`src/sv/gsbs_pkg.sv`:
```
// Shared constants, types and sequence functions for the Gold sequence scrambler.
package gsbs_pkg;

	// Item and field sizes
	localparam int BITS_PER_ITEM = 8;
	localparam int CNT_W         = 4;
	localparam int LFSR_W        = 31;
	localparam int RNTI_W        = 16;
	localparam int SID_W         = 10;

	// Seed is rnti * 2^15 + scramble id
	localparam int SEED_SHIFT    = 15;
	localparam int WARMUP        = 1600;

	// APB register map
	localparam int ADDR_W        = 3;
	localparam int DATA_W        = 32;
	localparam logic REG_RNTI        = 1'b0;
	localparam logic REG_SCRAMBLE_ID = 1'b1;

	localparam logic [CNT_W-1:0] CNT_MAX = CNT_W'(BITS_PER_ITEM);

	typedef logic [LFSR_W-1:0] lfsr_t;
	typedef lfsr_t [LFSR_W-1:0] jump_t;

	typedef struct packed {
		logic [RNTI_W-1:0] rnti_value;
		logic [SID_W-1:0]  scramble_id;
	} cfg_t;

	typedef struct packed {
		logic             restart;
		logic [CNT_W-1:0] bit_count;
	} item_ctl_t;

	// x1(n+31) = x1(n+3) ^ x1(n)
	function automatic lfsr_t x1_step(lfsr_t s);
		return {s[3] ^ s[0], s[LFSR_W-1:1]};
	endfunction

	// x2(n+31) = x2(n+3) ^ x2(n+2) ^ x2(n+1) ^ x2(n)
	function automatic lfsr_t x2_step(lfsr_t s);
		return {s[3] ^ s[2] ^ s[1] ^ s[0], s[LFSR_W-1:1]};
	endfunction

	// x1 after reload with 1 and the warm-up run (elaboration only)
	function automatic lfsr_t x1_warm();
		lfsr_t s;
		s = lfsr_t'(1);
		for (int k = 0; k < WARMUP; k++) begin
			s = x1_step(s);
		end
		return s;
	endfunction

	// Column i: x2 after the warm-up run when loaded with cell i alone set
	function automatic jump_t x2_jump_cols();
		jump_t cols;
		lfsr_t s;
		for (int i = 0; i < LFSR_W; i++) begin
			s = lfsr_t'(1) << i;
			for (int k = 0; k < WARMUP; k++) begin
				s = x2_step(s);
			end
			cols[i] = s;
		end
		return cols;
	endfunction

	localparam lfsr_t X1_WARM = x1_warm();
	localparam jump_t X2_JUMP = x2_jump_cols();

endpackage

```
`src/sv/gsbs_cfg_regs.sv`:
```
// APB register block holding the seed fields.
module gsbs_cfg_regs
	import gsbs_pkg::*;
(
	input  logic              clk,
	input  logic              arst_n,
	input  logic              psel,
	input  logic              penable,
	input  logic              pwrite,
	input  logic [ADDR_W-1:0] paddr,
	input  logic [DATA_W-1:0] pwdata,
	output logic [DATA_W-1:0] prdata,
	output logic              pready,
	output cfg_t              cfg
);

	cfg_t cfg_q;
	logic wr_en;

	assign pready = 1'b1;
	assign wr_en  = psel && penable && pwrite;
	assign cfg    = cfg_q;

	// Register writes, decoded on the word address bit
	always_ff @(posedge clk or negedge arst_n) begin
		if (!arst_n) begin
			cfg_q <= '0;
		end else if (wr_en) begin
			unique case (paddr[2])
				REG_RNTI: begin
					cfg_q.rnti_value <= pwdata[RNTI_W-1:0];
				end
				REG_SCRAMBLE_ID: begin
					cfg_q.scramble_id <= pwdata[SID_W-1:0];
				end
			endcase
		end
	end

	// Read back
	always_comb begin
		unique case (paddr[2])
			REG_RNTI:        prdata = DATA_W'(cfg_q.rnti_value);
			REG_SCRAMBLE_ID: prdata = DATA_W'(cfg_q.scramble_id);
		endcase
	end

endmodule

```
`src/sv/gsbs_seq_gen.sv`:
```
// Gold sequence state, restart jump and eight-step unrolled keystream.
module gsbs_seq_gen
	import gsbs_pkg::*;
(
	input  logic                     clk,
	input  logic                     arst_n,
	input  logic                     step_en,
	input  item_ctl_t                ctl,
	input  cfg_t                     cfg,
	output logic [BITS_PER_ITEM-1:0] keystream
);

	lfsr_t lfsr_one_q;
	lfsr_t lfsr_two_q;

	lfsr_t            seed;
	lfsr_t            x2_warm;
	lfsr_t            x1_t [0:BITS_PER_ITEM];
	lfsr_t            x2_t [0:BITS_PER_ITEM];
	logic [CNT_W-1:0] cnt_sat;

	assign seed = {cfg.rnti_value, {(SEED_SHIFT-SID_W){1'b0}}, cfg.scramble_id};

	// Warm-up as a fixed GF(2) matrix applied to the seed
	always_comb begin
		x2_warm = '0;
		for (int i = 0; i < LFSR_W; i++) begin
			if (seed[i]) begin
				x2_warm = x2_warm ^ X2_JUMP[i];
			end
		end
	end

	// Saturate the count to the item size
	assign cnt_sat = (ctl.bit_count > CNT_MAX) ? CNT_MAX : ctl.bit_count;

	// Unrolled steps; first sequence bit lands on the MSB
	always_comb begin
		x1_t[0] = ctl.restart ? X1_WARM : lfsr_one_q;
		x2_t[0] = ctl.restart ? x2_warm : lfsr_two_q;
		for (int k = 0; k < BITS_PER_ITEM; k++) begin
			keystream[BITS_PER_ITEM-1-k] = (CNT_W'(k) < cnt_sat) ?
				(x1_t[k][0] ^ x2_t[k][0]) : 1'b0;
			x1_t[k+1] = x1_step(x1_t[k]);
			x2_t[k+1] = x2_step(x2_t[k]);
		end
	end

	// State moves on by exactly the number of scrambled bits
	always_ff @(posedge clk or negedge arst_n) begin
		if (!arst_n) begin
			lfsr_one_q <= '0;
			lfsr_two_q <= '0;
		end else if (step_en) begin
			lfsr_one_q <= x1_t[cnt_sat];
			lfsr_two_q <= x2_t[cnt_sat];
		end
	end

endmodule

```
`src/sv/gold_sequence_bit_scrambler_core.sv`:
```
// Top level: input stage, scrambling datapath and result register.
//
// Takes one byte beat per clock while the result side is not stalled and
// returns one scrambled byte per beat via the input and result registers.
// The rate is set by the eight-step unrolled sequence update between the
// input register and the result register; a restart beat does not slow it,
// because the 1600-step warm-up is a constant matrix applied to the seed.
// The seed registers are read on each restart beat; write them while idle.
// Before the first restart the sequence is all zeros and data passes through.
module gold_sequence_bit_scrambler_core
	import gsbs_pkg::*;
(
	input  logic                     clk,
	input  logic                     arst_n,
	input  logic                     psel,
	input  logic                     penable,
	input  logic                     pwrite,
	input  logic [ADDR_W-1:0]        paddr,
	input  logic [DATA_W-1:0]        pwdata,
	output logic [DATA_W-1:0]        prdata,
	output logic                     pready,
	input  logic                     item_valid,
	output logic                     item_ready,
	input  logic [BITS_PER_ITEM-1:0] data_byte,
	input  logic [CNT_W-1:0]         bit_count,
	input  logic                     restart,
	output logic                     result_valid,
	input  logic                     result_ready,
	output logic [BITS_PER_ITEM-1:0] scrambled_byte
);

	cfg_t                     cfg;
	logic                     valid_s1;
	logic [BITS_PER_ITEM-1:0] data_s1;
	item_ctl_t                ctl_s1;
	logic                     valid_s2;
	logic [BITS_PER_ITEM-1:0] scrambled_s2;
	logic [BITS_PER_ITEM-1:0] keystream;
	logic                     advance;

	gsbs_cfg_regs u_cfg (
		.clk     (clk),
		.arst_n  (arst_n),
		.psel    (psel),
		.penable (penable),
		.pwrite  (pwrite),
		.paddr   (paddr),
		.pwdata  (pwdata),
		.prdata  (prdata),
		.pready  (pready),
		.cfg     (cfg)
	);

	gsbs_seq_gen u_seq (
		.clk       (clk),
		.arst_n    (arst_n),
		.step_en   (advance),
		.ctl       (ctl_s1),
		.cfg       (cfg),
		.keystream (keystream)
	);

	// Stage 1 moves into the result register when that one is free or drains
	assign advance    = valid_s1 && (!valid_s2 || result_ready);
	assign item_ready = !valid_s1 || advance;

	// Input register
	always_ff @(posedge clk or negedge arst_n) begin
		if (!arst_n) begin
			valid_s1 <= 1'b0;
		end else if (item_ready) begin
			valid_s1 <= item_valid;
		end
	end

	always_ff @(posedge clk) begin
		if (item_valid && item_ready) begin
			data_s1           <= data_byte;
			ctl_s1.restart    <= restart;
			ctl_s1.bit_count  <= bit_count;
		end
	end

	// Result register
	always_ff @(posedge clk or negedge arst_n) begin
		if (!arst_n) begin
			valid_s2 <= 1'b0;
		end else if (advance) begin
			valid_s2 <= 1'b1;
		end else if (result_ready) begin
			valid_s2 <= 1'b0;
		end
	end

	always_ff @(posedge clk) begin
		if (advance) begin
			scrambled_s2 <= data_s1 ^ keystream;
		end
	end

	assign result_valid   = valid_s2;
	assign scrambled_byte = scrambled_s2;

	// A beat leaving stage 1 always shows up as a result
	a_advance_to_result: assert property (@(posedge clk) disable iff (!arst_n)
		advance |=> result_valid)
		else $error("advanced beat did not reach the result register");

	// A beat held in stage 1 keeps its data
	a_s1_hold: assert property (@(posedge clk) disable iff (!arst_n)
		(valid_s1 && !advance) |=> (valid_s1 && $stable(data_s1) && $stable(ctl_s1)))
		else $error("stalled stage 1 beat changed");

	// A zero-count beat passes through unchanged
	a_zero_count_pass: assert property (@(posedge clk) disable iff (!arst_n)
		(advance && ctl_s1.bit_count == '0) |=> (scrambled_byte == $past(data_s1)))
		else $error("zero-count beat was altered");

endmodule
```
`config.mk`:
```
export PLATFORM = sky130hd
export DESIGN_NAME = gold_sequence_bit_scrambler_core
export DESIGN_NICKNAME = d
export VERILOG_FILES = /design/src/sv/gsbs_pkg.sv /design/src/sv/gsbs_cfg_regs.sv /design/src/sv/gsbs_seq_gen.sv /design/src/sv/gold_sequence_bit_scrambler_core.sv
export SDC_FILE = /design/constraint.sdc
export NUM_CORES = 1
export LEC_CHECK = 0
export BUFFER_PORTS_ARGS = -buffer_cell sky130_fd_sc_hd__buf_2
export CORE_MARGIN = 4
export CORE_UTILIZATION = 38
export DETAILED_ROUTE_END_ITERATION = 8
export GPL_TIMING_DRIVEN = 0
export PLACE_DENSITY_LB_ADDON = 0.05
export SYNTH_ARGS = -nofsm -noshare
export SYNTH_HDL_FRONTEND = slang
export SYNTH_HIERARCHICAL = 1
export SYNTH_SLANG_ARGS = --single-unit
export TNS_END_PERCENT = 20
```
`constraint.sdc`:
```
create_clock -name clk -period 3 [get_ports clk]
set_input_delay 0.3 -clock clk [delete_from_list [all_inputs] [get_ports clk]]
set_output_delay 0.3 -clock clk [all_outputs]
set_load 0.02 [all_outputs]
```
# Word level (Yosys, flattened, before mapping)
# Index checks and enable logic that the tools add are counted.
# totals
register_bits	111
out_inout_bits	43
wordCells	145
# classes
n_lt_le_gt_ge	10
muxes	46
n_bitwise	68
n_reduce_logical	11
# ops
cell	n
31-bit two-way mux	19
31-bit binary-select mux with 4-bit select	2
30-bit two-way mux	4
29-bit two-way mux	3
11-bit NOT	6
32-bit one-hot mux with 2 select lines	1
28-bit two-way mux	2
27-bit two-way mux	2
18-bit NOT	3
9-bit NOT	6
26-bit two-way mux	2
17-bit NOT	3
1-bit XOR	40
10-bit NOT	3
12-bit NOT	2
19-bit NOT	1
3-bit by 4-bit < comparator with 1-bit output, first input constant	4
16-bit NOT	1
1-bit two-way mux	10
1-bit by 4-bit < comparator with 1-bit output, first input constant	2
2-bit by 4-bit < comparator with 1-bit output, first input constant	2
8-bit XOR	1
5-bit >= comparator, second input constant	1
4-bit NOT with 5-bit output	1
other kinds (8)	14

# Depth between registers and ports, before layout
# depth
depth_word	58
depth_mapped	12

# Hierarchy
# Netlist, hierarchy kept.
# by_module_without_submodules
mod	instances	cells_per_inst	area_per_inst_um2
gsbs_seq_gen	1	1014	8465.6
gsbs_cfg_regs	1	92	1330.0
gold_sequence_bit_scrambler_core	1	37	804.5

# Least setup slack after synthesis
# Ideal clock, no wire load.
# synth_path
kind	register to register
startpoint	register u_cfg.cfg_q, in the netlist u_cfg/cfg[10]
endpoint	register u_seq.lfsr_two_q[29]
arrival_time_ns	3.029
slack_ns	-0.167
path_stages_with_launch	10
n_path_buf	1
period_less_slack_ns	3.167
cell_sequence	dfrtp_1 -> clkbuf_1 -> xnor3_1 -> xnor3_1 -> xor3_1 -> mux2i_4 -> xnor3_1 -> and2_1 -> a2111oi_2 -> o22ai_1
# synth_between
elab_chain_len	28
word_cells_on_any_way	47
cone_classes	mux: 20; bitwise: 27
# synth_rtl
item	line	source
start: declaration	gsbs_cfg_regs.sv:17	cfg_t cfg_q;
31-bit two-way mux (*) (3 in a row)	gsbs_seq_gen.sv:28	if (seed[i]) begin
26-bit two-way mux	gsbs_seq_gen.sv:28	
10-bit NOT (no source line)	n/a	
27-bit two-way mux	gsbs_seq_gen.sv:28	
28-bit two-way mux	gsbs_seq_gen.sv:28	
29-bit two-way mux	gsbs_seq_gen.sv:28	
30-bit two-way mux	gsbs_seq_gen.sv:28	
12-bit NOT (no source line)	n/a	
[7 not listed]	n/a	
28-bit two-way mux	gsbs_seq_gen.sv:28	
29-bit two-way mux	gsbs_seq_gen.sv:28	
9-bit NOT (no source line)	n/a	
30-bit two-way mux	gsbs_seq_gen.sv:28	
31-bit two-way mux (*)	gsbs_seq_gen.sv:40	x2_t[0] = ctl.restart ? x2_warm : lfsr_two_q;
1-bit XOR (3 in a row)	gsbs_pkg.sv:43	return {s[3] ^ s[2] ^ s[1] ^ s[0], s[LFSR_W-1:1]};
31-bit binary-select mux with 4-bit select (*)	gsbs_seq_gen.sv:56	lfsr_two_q <= x2_t[cnt_sat];
31-bit two-way mux (implied by the code) (*) (2 in a row)	gsbs_seq_gen.sv:56	
end signal: assignment	gsbs_seq_gen.sv:56	
end: declaration	gsbs_seq_gen.sv:14	lfsr_t lfsr_two_q;
# Mark *: on every way between the ends. The rest lies on a longest branch, timed or not. The select of a mux whose other input is x is not followed.
# A chain may end at the register's enable or synchronous reset.

# Final worst setup path
# layout_path
startpoint	register ctl_s1[1] (netlist name)
endpoint	register u_seq.lfsr_two_q[2]
# layout_between
elab_chain_len	6
# layout_rtl
item	line	source
start: declaration	gold_sequence_bit_scrambler_core.sv:35	item_ctl_t ctl_s1;
4-bit greater-than comparator	gsbs_seq_gen.sv:35	assign cnt_sat = (ctl.bit_count > CNT_MAX) ? CNT_MAX : ctl.bit_count;
4-bit two-way mux (*)	gsbs_seq_gen.sv:35	
4-bit NOT with 5-bit output (implied by the code) (*)	gsbs_seq_gen.sv:56	
31-bit binary-select mux with 4-bit select (*)	gsbs_seq_gen.sv:56	
31-bit two-way mux (implied by the code) (*) (2 in a row)	gsbs_seq_gen.sv:56	
# Marked as above.

==> metrics.md <==
| Metric | Value |
|---|---|
| Post-synth EDFFs | `21` |
| Most common cell after layout, fill and taps aside | `nor2_1` |
| Root buf cell | `clkbuf_16` |
| Leakage | `5.59 nW` |
| Worst setup SP type | `flip-flop` |
| Final hold violation count | `0` |
| Routed WL | `49100 um` |
| Final HPWL DP | `36000 um` |
| Max Fclk | `319 MHz` |
| Commonest cells after routing, fill and taps aside | `nor2_1, nand2_1, a21oi_1` |
| Place WS | `-1.72 ns` |
| Yosys cell types | `71` |
| Pre-antenna DRT Iters | `6` |
| Initial core utilization | `0.390` |
| Max FO, Critical Path | `10` |
| # DRC | `0` |
| Net Switching | `9.55 mW` |
| Number of global-route vias before repair | `10200` |
| Yosys reg bits | `111` |
| Peak supply drop | `0.000628 V` |
| Gr usage total | `0.312` |
| Status | `finished with violations` |
| Grt ovf | `0` |
| CP required | `3.27 ns` |
| Layout cells sized above 1 | `0.308` |
| Hold_sp | `data_byte[7]` |
| Mean post-synth cell area | `9.27 um2` |
| Fin crit share | `1.04` |
| Clock transition at path regs | `0.09 ns` |
| Top-level port count | `98` |
| Violated checks | `negative setup slack` |
| Core Area | `27200 um2` |
| Setup ws final | `-0.133 ns` |
| # diodes | `0` |
| Synth-to-Final Area Change | `22.5%` |
| Crit. Startpoint | `ctl_s1[1]$_DFFE_PP_` |
| Slowest CP cell | `clkinv_1` |
| Die height | `175 um` |
| Placed Instances | `1592` |
| RSZ-0062 raised after global routing | `yes` |
| Vias after detailed routing | `10200` |
| Utilization after layout | `0.478` |
| Final clock skew | `0.0174 ns` |
| Mapped cell area | `10600 um2` |
| DR vias/cell | `6.21` |
| Die area | `30600 um2` |
| RR Startpoint | `ctl_s1[1]$_DFFE_PP_` |
| Initial DRC count | `1227` |
| Longest Clk Path Bufs | `2` |
| First-pass GRT wire length | `70300 um` |
| Int Power | `9.86 mW` |
| Largest net degree at the start of global routing | `47` |
| Max-cap violations | `0` |
| Final Net Count | `1328` |
| PwrDens | `1490 nW/um2` |
| Fin cells | `1650` |
| Final Slew Violations | `0` |
| Die Wd | `175 um` |
| # setup viols final | `13` |
| Worst setup EP type | `flip-flop` |
| Skew-Pair Late Insertion Delay | `0.39 ns` |
| Slew @ Worst Pin | `1.26 ns` |
| CTS sink cnt | `111` |
| Top_reg_cell synth | `dfrtp_1` |
| IO buf count | `61` |
| H-tree depth | `3` |
| CTS tree | `yes` |
| Crit path top cell by count | `clkbuf_1` |
| Wire per inst | `29.7 um` |
| Post-synthesis async set-or-reset flop share | `0.811` |
| GPL Wtd Cong | `0.994` |
| Total number of yosys warnings | `6` |
| Combinational power share | `0.792` |
| Sequential area share after synthesis | `0.272` |
| Synthesized instance count | `1143` |
| HP Class | `input port to flip-flop` |
| Initial antenna violation count | `1` |
| Crit path cell chain | `clkbuf_1 -> clkinv_1 -> clkbuf_1 -> or2_2 -> a31oi_2 -> o31ai_1 -> a22o_1` |
| DRT antenna net count | `0` |
| Setup Crit Path Kind | `flip-flop to flip-flop` |
| Data arrival time of the critical path | `3.40 ns` |
| Shortest period the worst path allows | `3.13 ns` |
| Clock network power share | `0.070` |
| Num CTS Buffers | `9` |
| Worst slew margin | `0.156` |
| Switching share of power | `0.492` |
| Cell Rows | `60` |
| Seq pwr share | `0.139` |
| Critical path's largest stage delay | `0.58 ns` |
[logic make-up (layout without fill, tap and decap cells)]
family / Yosys count / in the layout / synth area share
AOI/OAI and AO/OA: 275 / 275 / 0.167
and+or+nand+nor: 316 / 316 / 0.129
buffers and inverters: 136 / 256 / 0.0587
DFF: 111 / 111 / 0.272
muxes: 122 / 122 / 0.156
xor gates and xnor gates: 181 / 181 / 0.216
other: 2 / 17 / 0.000708
[worst max-delay path, delay by kind of cell (launching register included)]
family | cells | cell delay (ns)
AO/OA/AOI/OAI | 3 | 0.59
buffers and inverters | 3 | 1.64
flip-flops | 1 | 0.33
AND/OR/NAND/NOR | 1 | 0.45
[flip-flops by register name, indices dropped and copies added, names as in the netlist]
name and flops:
u_seq/lfsr_two_q 31, ctl_s1 5, scrambled_byte 8, valid_s1 1
data_s1 8, result_valid 1, u_seq/lfsr_one_q 31, u_cfg/cfg 26
[cells in the mapped netlist (all sizes together) (9+ instances only)]
cell type    n  area, um2
a211oi      14        105
a21oi       89        453
a221oi      14        123
a31oi       14       87.6
buf         51        303
clkbuf      72        270
dfrtp       90       2250
edfxtp      21        631
inv         12       45.0
mux2        48        578
mux2i       49        515
mux4        25        563
nand2      106        398
nand3       14       70.1
nor2       141        529
nor2b       14       87.6
nor3        13       65.1
o211ai      10       75.1
o21ai       50        250
o221ai       9       78.8
o22ai       23        144
xnor2       86        795
xnor3       37        838
xor2        48        420
xor3        10        238
[power groups by stage]
stage | Sequential [mW] | Combinational [mW] | Clock (mW)
final | 2.69 | 15.4 | 1.35
after floorplan | 2.39 | 8.79 | 0
after CTS | 2.64 | 13.0 | 1.39
after detailed placement | 2.62 | 12.3 | 0
after global routing | 2.72 | 15.8 | 1.45
after global placement | 2.63 | 12.3 | 0
[layout make-up]
cell class	instances	area [um2]
clock inverter	7	96.3
inverter	13	48.8
tap	372	465
clock buffer	9	225
buffer	116	698
sequential	111	2900
fill	2639	14200
timing repair buffer	111	728
multi-input combinational	911	7830
[layer usage]
metal | part of all wire | vias up | track usage | wire length [um]
li1 | - | 4315 | - | -
met1 | 0.40 | 5013 | 0.411 | 19700
met2 | 0.44 | 720 | 0.485 | 21800
met3 | 0.094 | 195 | 0.0686 | 4620
met4 | 0.061 | 0 | 0.158 | 2980
met5 | 0 | - | 0 | 0
[final timing paths]
path / end / slack, ns / depth (start not counted)
worst max-delay path: u_seq/lfsr_two_q[2]$_DFFE_PN0P_ / -0.13 / 7
worst min-delay path: data_s1[7]$_DFFE_PP_ / 0.09 / 1
worst max register to register: u_seq/lfsr_two_q[2]$_DFFE_PN0P_ / -0.13 / 7
worst min register to register: u_cfg/cfg[21]$_DFFE_PN0P_ / 0.53 / 1
max in group asynchronous: u_seq/lfsr_two_q[15]$_DFFE_PN0P_ / 1.86 / 3
min in group asynchronous: u_cfg/cfg[14]$_DFFE_PN0P_ / 0.47 / 2
[timing repair]
action	in CTS	in global routing
pin swaps	18	26
resized for setup	109	118
hold buffers	1	0
hold endpoints to repair	44	0
endpoints found under the setup margin	70	55
setup buffers	13	35
gates cloned	0	0
[metrics by stage]
stage | area, um2 | TNS [ns] | hold WS (ns) | total power, mW
detailed placement | 11500 | -73.35 | 0.363 | 14.9
global route | 13000 | -2.28 | 0.0692 | 20.0
floorplan | 10700 | -0.0787 | 0.00441 | 11.2
CTS | 12200 | -1.44 | 0.0761 | 17.0
finish | 13000 | -0.830 | 0.0880 | 19.4
global placement | 11400 | -76.43 | 0.477 | 15.0
(Power assumes the default switching activity.)
